### config.mk
export PLATFORM = sky130hd
export DESIGN_NAME = rc_differential_drive_mixer_top_flat
export DESIGN_NICKNAME = d
export VERILOG_FILES = /design/src/rtl/rcdm_pkg.sv /design/src/rtl/rcdm_if.sv /design/src/rtl/rcdm_div.sv /design/src/rtl/rc_differential_drive_mixer_top.sv /design/src/flat_wrapper.sv
export VERILOG_INCLUDE_DIRS = /design/src /design/src/rtl
export SDC_FILE = /design/constraint.sdc
export NUM_CORES = 1
export LEC_CHECK = 0
export BUFFER_PORTS_ARGS = -buffer_cell sky130_fd_sc_hd__buf_2
export CAP_MARGIN = 15
export CELL_PAD_IN_SITES_DETAIL_PLACEMENT = 0
export CELL_PAD_IN_SITES_GLOBAL_PLACEMENT = 1
export CORE_MARGIN = 5
export CORE_UTILIZATION = 45
export DETAILED_ROUTE_END_ITERATION = 7
export GPL_ROUTABILITY_DRIVEN = 1
export GPL_TIMING_DRIVEN = 0
export PLACE_DENSITY = 0.75
export SKIP_CTS_REPAIR_TIMING = 1
export SLEW_MARGIN = 25
export SYNTH_ARGS = -nofsm -noshare
export SYNTH_HDL_FRONTEND = slang
export SYNTH_SLANG_ARGS = --single-unit
### constraint.sdc
create_clock -name clk -period 9.2 [get_ports clk]
set_input_delay 0.92 -clock clk [delete_from_list [all_inputs] [get_ports clk]]
set_output_delay 0.92 -clock clk [all_outputs]
set_load 0.01 [all_outputs]
### src/rtl/rc_differential_drive_mixer_top_assert.svh
// ----------------------------------------------------------------------------
// Assertion macros for the drive mixer
// Concurrent checks on clk, disabled while rst_n is low.
// ----------------------------------------------------------------------------
`ifndef RC_DIFFERENTIAL_DRIVE_MIXER_TOP_ASSERT_SVH
`define RC_DIFFERENTIAL_DRIVE_MIXER_TOP_ASSERT_SVH
`ifndef SYNTHESIS
`define RCDM_ASSERT_IMP(lbl, ante, cons) \
  lbl: assert property (@(posedge clk) disable iff (!rst_n) (ante) |-> (cons)) \
    else $error("rcdm check failed");
`define RCDM_ASSERT_NXT(lbl, ante, cons) \
  lbl: assert property (@(posedge clk) disable iff (!rst_n) (ante) |=> (cons)) \
    else $error("rcdm check failed");
`else
`define RCDM_ASSERT_IMP(lbl, ante, cons)
`define RCDM_ASSERT_NXT(lbl, ante, cons)
`endif
`endif

### src/rtl/rcdm_pkg.sv
// ----------------------------------------------------------------------------
// rcdm_pkg
// Shared widths, codes and types of the differential drive mixer.
// ----------------------------------------------------------------------------
package rcdm_pkg;

  localparam int PULSE_W    = 16;
  localparam int DIVD_W     = 23;
  localparam int DIVR_W     = 16;
  localparam int CFG_IDX_W  = 3;
  localparam int CFG_DATA_W = 16;
  localparam int MUL_STEPS  = 15;

  localparam logic [15:0] LOW_PULSE_RST  = 16'd14970;
  localparam logic [15:0] HIGH_PULSE_RST = 16'd27530;
  localparam logic [14:0] DEAD_BAND_RST  = 15'd10;
  localparam logic [14:0] PIVOT_LVL_RST  = 15'd15;
  localparam logic [7:0]  TRACK_PCT_RST  = 8'd100;
  localparam logic [7:0]  DUTY_LIM_RST   = 8'd249;

  localparam logic [DIVR_W-1:0] FULL16 = 16'hFFFF;
  localparam logic [DIVR_W-1:0] FULL8  = 16'd255;

  typedef enum logic [3:0] {
    S_IDLE, S_GAIN, S_OFFS, S_STEER, S_THRUST, S_Q1, S_MUL1, S_Q2, S_MUL2, S_OUT
  } rcdm_state_t;

  typedef enum logic [CFG_IDX_W-1:0] {
    REG_LOW_PULSE  = 3'd0,
    REG_HIGH_PULSE = 3'd1,
    REG_DEAD_BAND  = 3'd2,
    REG_PIVOT_LVL  = 3'd3,
    REG_TRACK_PCT  = 3'd4,
    REG_DUTY_LIM   = 3'd5
  } rcdm_reg_t;

  typedef struct packed {
    logic              start;
    logic [DIVD_W-1:0] dividend;
    logic [DIVR_W-1:0] divisor;
  } rcdm_div_req_t;

  typedef struct packed {
    logic              done;
    logic [DIVD_W-1:0] quotient;
  } rcdm_div_rsp_t;

endpackage

### src/rtl/rcdm_if.sv
// ----------------------------------------------------------------------------
// rcdm channel interfaces
// Valid/ready channels for pulse beats, drive beats and register writes.
// ----------------------------------------------------------------------------
interface rcdm_in_if;
  import rcdm_pkg::*;
  logic               valid;
  logic               ready;
  logic [PULSE_W-1:0] steer_pulse;
  logic [PULSE_W-1:0] thrust_pulse;
  logic               link_active;
  modport source (output valid, steer_pulse, thrust_pulse, link_active, input ready);
  modport sink   (input valid, steer_pulse, thrust_pulse, link_active, output ready);
endinterface

interface rcdm_out_if;
  logic              valid;
  logic              ready;
  logic signed [8:0] port_drive;
  logic signed [8:0] starboard_drive;
  logic              relay_closed;
  logic              led_on;
  modport source (output valid, port_drive, starboard_drive, relay_closed, led_on,
                  input ready);
  modport sink   (input valid, port_drive, starboard_drive, relay_closed, led_on,
                  output ready);
endinterface

interface rcdm_cfg_if;
  import rcdm_pkg::*;
  logic                  valid;
  logic                  ready;
  logic [CFG_IDX_W-1:0]  index;
  logic [CFG_DATA_W-1:0] data;
  modport source (output valid, index, data, input ready);
  modport sink   (input valid, index, data, output ready);
endinterface

### src/rtl/rcdm_div.sv
// ----------------------------------------------------------------------------
// rcdm_div
// Restoring unsigned divider, one quotient bit per cycle.
// ----------------------------------------------------------------------------
module rcdm_div (
  input  logic                   clk,
  input  logic                   rst_n,
  input  rcdm_pkg::rcdm_div_req_t req,
  output rcdm_pkg::rcdm_div_rsp_t rsp
);
  import rcdm_pkg::*;

  localparam int CNT_W = $clog2(DIVD_W);

  logic              busy_r;
  logic              done_r;
  logic [CNT_W-1:0]  cnt_r;
  logic [DIVD_W-1:0] quo_r;
  logic [DIVR_W-1:0] rem_r;
  logic [DIVR_W-1:0] divr_r;

  logic [DIVR_W:0]   trial;
  logic [DIVR_W:0]   diff;
  logic              ge;
  logic [DIVR_W-1:0] rem_nxt;

  // shift in the next dividend bit and try the subtract
  always_comb begin
    trial   = {rem_r, quo_r[DIVD_W-1]};
    diff    = trial - {1'b0, divr_r};
    ge      = trial >= {1'b0, divr_r};
    rem_nxt = ge ? diff[DIVR_W-1:0] : trial[DIVR_W-1:0];
  end

  // control: count the steps, pulse done after the last one
  always_ff @(posedge clk) begin
    if (!rst_n) begin
      busy_r <= 1'b0;
      done_r <= 1'b0;
      cnt_r  <= '0;
    end else begin
      done_r <= 1'b0;
      if (req.start) begin
        busy_r <= 1'b1;
        cnt_r  <= '0;
      end else if (busy_r) begin
        cnt_r <= cnt_r + 1'b1;
        if (cnt_r == CNT_W'(DIVD_W - 1)) begin
          busy_r <= 1'b0;
          done_r <= 1'b1;
        end
      end
    end
  end

  // datapath: load operands, then advance one bit a cycle
  always_ff @(posedge clk) begin
    if (req.start) begin
      quo_r  <= req.dividend;
      rem_r  <= '0;
      divr_r <= req.divisor;
    end else if (busy_r) begin
      quo_r <= {quo_r[DIVD_W-2:0], ge};
      rem_r <= rem_nxt;
    end
  end

  assign rsp.done     = done_r;
  assign rsp.quotient = quo_r;

endmodule

### src/rtl/rc_differential_drive_mixer_top.sv
// ----------------------------------------------------------------------------
// rc_differential_drive_mixer_top
// Scales steer and thrust pulse widths, applies deadband, mixes them into
// port and starboard drive values with pivot lock and a duty limit.
// ----------------------------------------------------------------------------
// Each input beat is worked through six passes of the shared bit-serial
// divider and two shift-add multiplies; a new input beat is taken only once
// the sequencer is back in S_IDLE.
// A new input beat is taken while the previous result waits in the output register.
// Reset: synchronous active-low rst_n clears pivot lock, the sequencer and
// restores every configuration register to its default; no clearing pass.
module rc_differential_drive_mixer_top (
  input logic        clk,
  input logic        rst_n,
  rcdm_in_if.sink    in_chan,
  rcdm_out_if.source out_chan,
  rcdm_cfg_if.sink   cfg_chan
);
  import rcdm_pkg::*;

  // configuration registers
  logic [15:0] low_r, high_r;
  logic [14:0] dead_r, pivot_lvl_r;
  logic [7:0]  track_r, duty_r;

  rcdm_state_t state_r, state_nxt;
  logic        run_r, run_nxt;
  logic        div_start;
  logic        pivot_r;
  logic [3:0]  mul_cnt_r;

  // item registers
  logic [15:0]        ws_r, wt_r;
  logic               link_r;
  logic [7:0]         gain_r;
  logic [DIVD_W-1:0]  offs_r;
  logic signed [15:0] steer_r, thrust_r;
  logic               rot_neg_r;
  logic [30:0]        mul_acc_r, mul_a_r;
  logic [14:0]        mul_b_r;

  // output register
  logic              out_valid_r;
  logic signed [8:0] port_r, stbd_r;
  logic              relay_r, led_r;

  rcdm_div_req_t div_req;
  rcdm_div_rsp_t div_rsp;

  logic in_take, out_load;

  rcdm_div u_div (.clk(clk), .rst_n(rst_n), .req(div_req), .rsp(div_rsp));

  assign in_take  = in_chan.valid && in_chan.ready;
  assign out_load = (state_r == S_OUT) && (!out_valid_r || out_chan.ready);

  // scale a divider result to signed 16 and apply the deadband
  logic [15:0]        w_sel;
  logic [DIVD_W-1:0]  dq;
  logic signed [15:0] sc, v, v_db;
  logic [16:0]        v_mag;

  always_comb begin
    w_sel = (state_r == S_THRUST) ? wt_r : ws_r;
    dq    = div_rsp.quotient - offs_r;
    if (dq[DIVD_W-1:16] != '0) sc = 16'sh7FFF;
    else                       sc = {~dq[15], dq[14:0]};
    if (!link_r)              v = '0;
    else if (w_sel > high_r)  v = 16'sh7FFF;
    else if (w_sel < low_r)   v = 16'sh8000;
    else if (gain_r == '0)    v = '0;
    else                      v = sc;
    v_mag = v[15] ? (~{1'b1, v} + 17'd1) : {1'b0, v};
    v_db  = (v_mag <= {2'b00, dead_r}) ? 16'sd0 : v;
  end

  // magnitudes of the stored values and the first mixing product
  logic [16:0] s_mag, t_mag;
  logic [23:0] m1;
  logic        diff_neg;
  logic [15:0] diff_mag;

  always_comb begin
    s_mag    = steer_r[15]  ? (~{1'b1, steer_r}  + 17'd1) : {1'b0, steer_r};
    t_mag    = thrust_r[15] ? (~{1'b1, thrust_r} + 17'd1) : {1'b0, thrust_r};
    m1       = mul_acc_r[30:7];
    diff_neg = thrust_r[15] ^ steer_r[15];
    if (diff_neg) diff_mag = (m1 > 24'd32768) ? 16'd32768 : m1[15:0];
    else          diff_mag = (m1 > 24'd32767) ? 16'd32767 : m1[15:0];
  end

  // divider operand select
  always_comb begin
    div_req.start    = div_start;
    div_req.dividend = '0;
    div_req.divisor  = FULL8;
    case (state_r)
      S_GAIN: begin
        div_req.dividend = {high_r - low_r, 7'd0};
        div_req.divisor  = FULL16;
      end
      S_OFFS: begin
        div_req.dividend = {low_r, 7'd0};
        div_req.divisor  = {8'd0, gain_r};
      end
      S_STEER: begin
        div_req.dividend = {ws_r, 7'd0};
        div_req.divisor  = {8'd0, gain_r};
      end
      S_THRUST: begin
        div_req.dividend = {wt_r, 7'd0};
        div_req.divisor  = {8'd0, gain_r};
      end
      S_Q1:    div_req.dividend = {s_mag[15:0], 7'd0};
      S_Q2:    div_req.dividend = {diff_mag, 7'd0};
      default: div_req.dividend = '0;
    endcase
  end

  // final mix and duty limit
  logic signed [17:0] th18, st18, rot18, pa, pb, dl, ndl, lp, lb;
  logic               mix;
  logic [15:0]        rot_mag;

  always_comb begin
    rot_mag = mul_acc_r[22:7];
    th18    = 18'(thrust_r);
    st18    = 18'(steer_r);
    rot18   = rot_neg_r ? -$signed({2'b00, rot_mag}) : $signed({2'b00, rot_mag});
    mix     = (thrust_r != '0) && !pivot_r;
    pa      = mix ? th18 - rot18 : st18;
    pb      = mix ? th18 + rot18 : -st18;
    dl      = $signed({10'd0, duty_r});
    ndl     = -dl;
    lp      = (pa > dl) ? dl : ((pa < ndl) ? ndl : pa);
    lb      = (pb > dl) ? dl : ((pb < ndl) ? ndl : pb);
  end

  // sequencer next state
  always_comb begin
    state_nxt = state_r;
    run_nxt   = run_r;
    div_start = 1'b0;
    unique case (state_r)
      S_IDLE: if (in_take) state_nxt = S_GAIN;
      S_GAIN, S_OFFS, S_STEER, S_THRUST, S_Q1, S_Q2: begin
        if (!run_r) begin
          div_start = 1'b1;
          run_nxt   = 1'b1;
        end else if (div_rsp.done) begin
          run_nxt = 1'b0;
          case (state_r)
            S_GAIN:   state_nxt = S_OFFS;
            S_OFFS:   state_nxt = S_STEER;
            S_STEER:  state_nxt = S_THRUST;
            S_THRUST: state_nxt = S_Q1;
            S_Q1:     state_nxt = S_MUL1;
            default:  state_nxt = S_MUL2;
          endcase
        end
      end
      S_MUL1: if (mul_cnt_r == 4'(MUL_STEPS - 1)) state_nxt = S_Q2;
      S_MUL2: if (mul_cnt_r == 4'(MUL_STEPS - 1)) state_nxt = S_OUT;
      S_OUT:  if (out_load) state_nxt = S_IDLE;
      default: state_nxt = S_IDLE;
    endcase
  end

  // control registers
  always_ff @(posedge clk) begin
    if (!rst_n) begin
      state_r     <= S_IDLE;
      run_r       <= 1'b0;
      pivot_r     <= 1'b0;
      mul_cnt_r   <= '0;
      out_valid_r <= 1'b0;
      low_r       <= LOW_PULSE_RST;
      high_r      <= HIGH_PULSE_RST;
      dead_r      <= DEAD_BAND_RST;
      pivot_lvl_r <= PIVOT_LVL_RST;
      track_r     <= TRACK_PCT_RST;
      duty_r      <= DUTY_LIM_RST;
    end else begin
      state_r <= state_nxt;
      run_r   <= run_nxt;
      if ((state_r == S_Q1 || state_r == S_Q2) && div_rsp.done) mul_cnt_r <= '0;
      else if (state_r == S_MUL1 || state_r == S_MUL2) mul_cnt_r <= mul_cnt_r + 4'd1;
      if (out_load) begin
        out_valid_r <= 1'b1;
        if (!mix) pivot_r <= s_mag > {2'b00, pivot_lvl_r};
      end else if (out_chan.ready) begin
        out_valid_r <= 1'b0;
      end
      // register writes
      if (cfg_chan.valid && cfg_chan.ready) begin
        unique case (cfg_chan.index)
          REG_LOW_PULSE:  low_r       <= cfg_chan.data;
          REG_HIGH_PULSE: high_r      <= cfg_chan.data;
          REG_DEAD_BAND:  dead_r      <= cfg_chan.data[14:0];
          REG_PIVOT_LVL:  pivot_lvl_r <= cfg_chan.data[14:0];
          REG_TRACK_PCT:  track_r     <= cfg_chan.data[7:0];
          REG_DUTY_LIM:   duty_r      <= cfg_chan.data[7:0];
          default: ;
        endcase
      end
    end
  end

  // datapath registers
  always_ff @(posedge clk) begin
    if (in_take) begin
      ws_r   <= in_chan.steer_pulse;
      wt_r   <= in_chan.thrust_pulse;
      link_r <= in_chan.link_active;
    end
    if (div_rsp.done) begin
      case (state_r)
        S_GAIN:   gain_r   <= div_rsp.quotient[7:0];
        S_OFFS:   offs_r   <= div_rsp.quotient;
        S_STEER:  steer_r  <= v_db;
        S_THRUST: thrust_r <= v_db;
        S_Q1: begin
          mul_acc_r <= '0;
          mul_a_r   <= {15'd0, t_mag[15:0]};
          mul_b_r   <= div_rsp.quotient[14:0];
        end
        S_Q2: begin
          rot_neg_r <= diff_neg;
          mul_acc_r <= '0;
          mul_a_r   <= {23'd0, track_r};
          mul_b_r   <= div_rsp.quotient[14:0];
        end
        default: ;
      endcase
    end
    // shift-add one multiplier bit a cycle
    if (state_r == S_MUL1 || state_r == S_MUL2) begin
      if (mul_b_r[0]) mul_acc_r <= mul_acc_r + mul_a_r;
      mul_a_r <= {mul_a_r[29:0], 1'b0};
      mul_b_r <= {1'b0, mul_b_r[14:1]};
    end
    if (out_load) begin
      port_r  <= lp[8:0];
      stbd_r  <= lb[8:0];
      relay_r <= (lp != '0) || (lb != '0);
      led_r   <= (lp == '0) && (lb == '0);
    end
  end

  assign in_chan.ready            = (state_r == S_IDLE);
  assign cfg_chan.ready           = 1'b1;
  assign out_chan.valid           = out_valid_r;
  assign out_chan.port_drive      = port_r;
  assign out_chan.starboard_drive = stbd_r;
  assign out_chan.relay_closed    = relay_r;
  assign out_chan.led_on          = led_r;

`include "rc_differential_drive_mixer_top_assert.svh"

  // a result beat is always presented after the final step
  `RCDM_ASSERT_NXT(a_out_load, (state_r == S_OUT) && !out_valid_r, out_valid_r)
  // drives never exceed the duty limit
  `RCDM_ASSERT_IMP(a_port_lim, out_valid_r, (port_r <= $signed({1'b0, duty_r})) && (port_r >= -$signed({1'b0, duty_r})))
  `RCDM_ASSERT_IMP(a_stbd_lim, out_valid_r, (stbd_r <= $signed({1'b0, duty_r})) && (stbd_r >= -$signed({1'b0, duty_r})))
  // relay and LED flags are complementary
  `RCDM_ASSERT_IMP(a_flags, out_valid_r, relay_r != led_r)
  // divider only finishes for a pass that was started
  `RCDM_ASSERT_IMP(a_div_done, div_rsp.done, run_r)

endmodule

### src/flat_wrapper.sv
// flat-port wrapper written by rule: the top's interface ports become plain ports
module rc_differential_drive_mixer_top_flat import rcdm_pkg::*;
  (clk, rst_n, in_chan_valid, in_chan_steer_pulse, in_chan_thrust_pulse, in_chan_link_active, in_chan_ready, out_chan_valid, out_chan_port_drive, out_chan_starboard_drive, out_chan_relay_closed, out_chan_led_on, out_chan_ready, cfg_chan_valid, cfg_chan_index, cfg_chan_data, cfg_chan_ready);
  rcdm_in_if in_chan_i ();
  rcdm_out_if out_chan_i ();
  rcdm_cfg_if cfg_chan_i ();
  input logic clk;
  input logic rst_n;
  input wire logic [$bits(in_chan_i.valid)-1:0] in_chan_valid;
  input wire logic [$bits(in_chan_i.steer_pulse)-1:0] in_chan_steer_pulse;
  input wire logic [$bits(in_chan_i.thrust_pulse)-1:0] in_chan_thrust_pulse;
  input wire logic [$bits(in_chan_i.link_active)-1:0] in_chan_link_active;
  output wire logic [$bits(in_chan_i.ready)-1:0] in_chan_ready;
  output wire logic [$bits(out_chan_i.valid)-1:0] out_chan_valid;
  output wire logic [$bits(out_chan_i.port_drive)-1:0] out_chan_port_drive;
  output wire logic [$bits(out_chan_i.starboard_drive)-1:0] out_chan_starboard_drive;
  output wire logic [$bits(out_chan_i.relay_closed)-1:0] out_chan_relay_closed;
  output wire logic [$bits(out_chan_i.led_on)-1:0] out_chan_led_on;
  input wire logic [$bits(out_chan_i.ready)-1:0] out_chan_ready;
  input wire logic [$bits(cfg_chan_i.valid)-1:0] cfg_chan_valid;
  input wire logic [$bits(cfg_chan_i.index)-1:0] cfg_chan_index;
  input wire logic [$bits(cfg_chan_i.data)-1:0] cfg_chan_data;
  output wire logic [$bits(cfg_chan_i.ready)-1:0] cfg_chan_ready;
  assign in_chan_i.valid = in_chan_valid;
  assign in_chan_i.steer_pulse = in_chan_steer_pulse;
  assign in_chan_i.thrust_pulse = in_chan_thrust_pulse;
  assign in_chan_i.link_active = in_chan_link_active;
  assign in_chan_ready = in_chan_i.ready;
  assign out_chan_valid = out_chan_i.valid;
  assign out_chan_port_drive = out_chan_i.port_drive;
  assign out_chan_starboard_drive = out_chan_i.starboard_drive;
  assign out_chan_relay_closed = out_chan_i.relay_closed;
  assign out_chan_led_on = out_chan_i.led_on;
  assign out_chan_i.ready = out_chan_ready;
  assign cfg_chan_i.valid = cfg_chan_valid;
  assign cfg_chan_i.index = cfg_chan_index;
  assign cfg_chan_i.data = cfg_chan_data;
  assign cfg_chan_ready = cfg_chan_i.ready;
  rc_differential_drive_mixer_top u_core (.clk(clk), .rst_n(rst_n), .in_chan(in_chan_i), .out_chan(out_chan_i), .cfg_chan(cfg_chan_i));
endmodule
==> impl_metrics.tcl <==
set metrics [dict create \
    status "finished clean" \
    startpoint_type "flip-flop" \
    gp_congestion 0.932 \
    clock_latency_ns 0.57 \
    via_per_inst 5.86 \
    instances_no_fill 3655 \
    syn-cell-area_um2 24300 \
    grt_max_degree 30 \
    grt_first_pass_wirelength_mm 120 \
    max_freq_mhz 114 \
    antenna_found_initial 0 \
    grt_pass1_vias 20641 \
    peakVddDrop_v 0.000197 \
    crit_path_max_fanout 10 \
    fin_area_um2 27100 \
    hold_path.class "reg2reg" \
    dp_cells 3579 \
    wl_per_cell_um 21.6 \
    hold_violations 0 \
    multiInputGateArea_um2 14500 \
    setup_tns_ns 0 \
    placed_cell_area_um2 25800 \
    place_ws_ns -0.0440 \
    routed_wl_mm 78.8 \
    drc 0 \
    crit_required_ns 9.44 \
    die_x_um 243 \
    synth-main-ff-cell "edfxtp_1" \
    p_leak_nw 10.9 \
    fin_skew_ns 0.0204 \
    async_flop_share_pct 0 \
    worst_slew_pin_slew_ns 0.964 \
    sequentialPowerShare_pct 29.3 \
    initial_core_util_pct 45.3 \
    setup_ws_ns 0.423 \
    placement_rows 85 \
    dieArea_um2 58800 \
    cts_sinks 338 \
    synth.distinct_cells 91 \
    syn_nets 3106 \
    crit_family "compound AO/OA/AOI/OAI gates" \
    synth_edf_count 193 \
    first_iter_violations 1859 \
    crit_path_end_kind "flip-flop" \
    coreArea_um2 53700 \
    worstSetupPathType "reg2reg" \
    cpPeakStageDelay_ns 0.74 \
    finalCritPeriodShare_pct 95.4 \
    path_clk_slew_ns 0.06 \
    ant_nets 0 \
    clockBufferDepth 3 \
    cts_tree "yes" \
    fillers 5142 \
    critPathArrivalTime_ns 9.02 \
    switching_share_pct 42.4 \
    area_delta_synth_final_pct 11.3 \
    maxSlewViolCount 0 \
    cp_slowest_cell "o41ai_4" \
    setup_violations 0 \
    die_h_um 243 \
    slew_headroom_pct 35.7 \
    switchingPower_mw 3.01 \
    overflow 0 \
    period_needed_ns 8.78 \
    power_frac_comb_pct 48.1 \
    firstDrtPassIters 5 \
    routed-via-count 21405 \
    cp_common_cell "o21a_1" \
    syn_avg_cell_area_um2 8.70 \
    dpl.hpwl_mm 62.3 \
    crit_buf_inv 5 \
    clkPwrFrac_pct 22.5 \
    yosysWarnings 0 \
    ys_ff_latch 338 \
    timing.max_cap.violations 0 \
    drive_gt1_share_pct 7.37 \
    h-tree-depth 2 \
    regArea_um2 8700 \
    cts_buffers 41 \
    root_buffer "clkbuf_16" \
    port_buffers 78 \
    p_int_mw 4.09 \
    pin_count 80 \
    grt_use_total_pct 25.7 \
    yosysSeqAreaShare_pct 35.7 \
    fin_nets 3234 \
    powerDensity_nw_per_um2 262 \
    netlist_instances 2798 \
]
[cell usage after synthesis, drive strengths merged (8+ instances only)]
library cell,instances,area share (%)
o211ai,49,1.5
buf,16,0.30
nor2b,35,0.90
o21ai,176,3.6
xnor2,99,3.6
xor2,58,2.1
and3,17,0.44
and2,37,0.95
a221o,9,0.37
o31a,10,0.36
nor3,51,1.0
a2111oi,11,0.40
or4,18,0.62
a21oi,169,3.5
nor2,202,3.1
a222oi,10,0.41
ha,245,13
o21a,34,1.0
edfxtp,193,24
clkbuf,96,1.5
a21boi,60,1.9
nand2b,36,0.93
nor4,25,0.69
mux2,17,0.79
and4,8,0.29
inv,192,3.0
mux2i,15,0.62
a21o,57,1.8
a31oi,23,0.59
o2111ai,8,0.29
o31ai,22,0.68
or3,35,0.92
o41ai,9,0.35
or2,16,0.41
nand2,355,5.5
dfxtp,145,12
a211oi,24,0.74
nand4,29,0.75
o21bai,13,0.40
nand3,74,1.5
[state kept, by name, indices dropped and copies added, names as in the netlist, 23 cells and up]
name	flops
u_core.mul_a_r	31
u_core.offs_r	23
u_core.u_div.quo_r	23
u_core.mul_acc_r	31
[worst paths after layout]
kind | startpoint | endpoint | slack, ns | depth (start not counted)
max reg2reg | u_core.state_r[2] | u_core.steer_r[3] | 0.42 | 31
min | u_core.mul_acc_r[0] | u_core.mul_acc_r[0] | 0.46 | 2
max | u_core.state_r[2] | u_core.steer_r[3] | 0.42 | 31
min reg2reg | u_core.mul_acc_r[0] | u_core.mul_acc_r[0] | 0.46 | 2
[tightest hold or removal path, cell delays in order (launching register included)]
cell and delay (ns):
dfxtp_1 0.31, nand3_1 0.06, nand2_1 0.04
[per-stage QoR]
| step | power (mW) | util (%) | hold WS (ns) |
|---|---|---|---|
| floorplan | 4.48 | - | 0.435 |
| global placement | 5.40 | 47.7 | 0.447 |
| detailed placement | 5.47 | 48.0 | 0.454 |
| CTS | 7.10 | 50.4 | 0.461 |
| global route | 7.59 | 50.4 | 0.474 |
| finish | 7.10 | 50.4 | 0.458 |
[metal layers]
layer	share of wire, %	global-route usage [%]	routed length (um)	vias up
li1	-	-	-	10420
met1	45	34.8	35300	10226
met2	47	43.6	37200	619
met3	4.8	3.06	3760	140
met4	3.1	7.78	2460	0
met5	0	0	0	-
[area by class of cell]
type                            count  area share [%]
Antenna cell                        1         0.00924
Buffer                            112            1.62
Clock buffer                       52            4.06
Clock inverter                     23           0.827
Inverter                          192            2.66
Multi-Input combinational cell   2156            53.7
Sequential cell                   338            32.1
Tap cell                          696            3.21
Timing Repair Buffer               85            1.81
[logic make-up after synthesis]
family          Yosys count  synth area share [%]
buf+inv                 304                  4.74
mux                      32                  1.40
fa+ha+maj               251                  13.1
flops                   338                  35.7
xor+xnor                157                  5.65
compound gates          754                  20.5
simple gates            961                  18.9
other cells               1                0.0154
[power groups by stage]
stage	Clock (mW)	Sequential [mW]	Combinational, mW
6_report	1.60	2.08	3.41
5_1_grt	1.70	2.10	3.79
4_1_cts	1.63	2.08	3.39
3_5_place_dp	0	2.11	3.36
3_3_place_gp	0	2.11	3.29
2_1_floorplan	0	2.03	2.45
[cell usage in the layout (no fill, tap or decap), drive strengths merged, types with 58 or more instances in the layout]
cell type,n
buf,100
a21oi,169
clkbuf,149
xnor2,99
nand2,355
edfxtp,193
nor2,202
ha,245
nand3,74
inv,197
a21boi,60
xor2,58
dfxtp,145
o21ai,176
No activity file was read; power rests on OpenSTA's default activity.
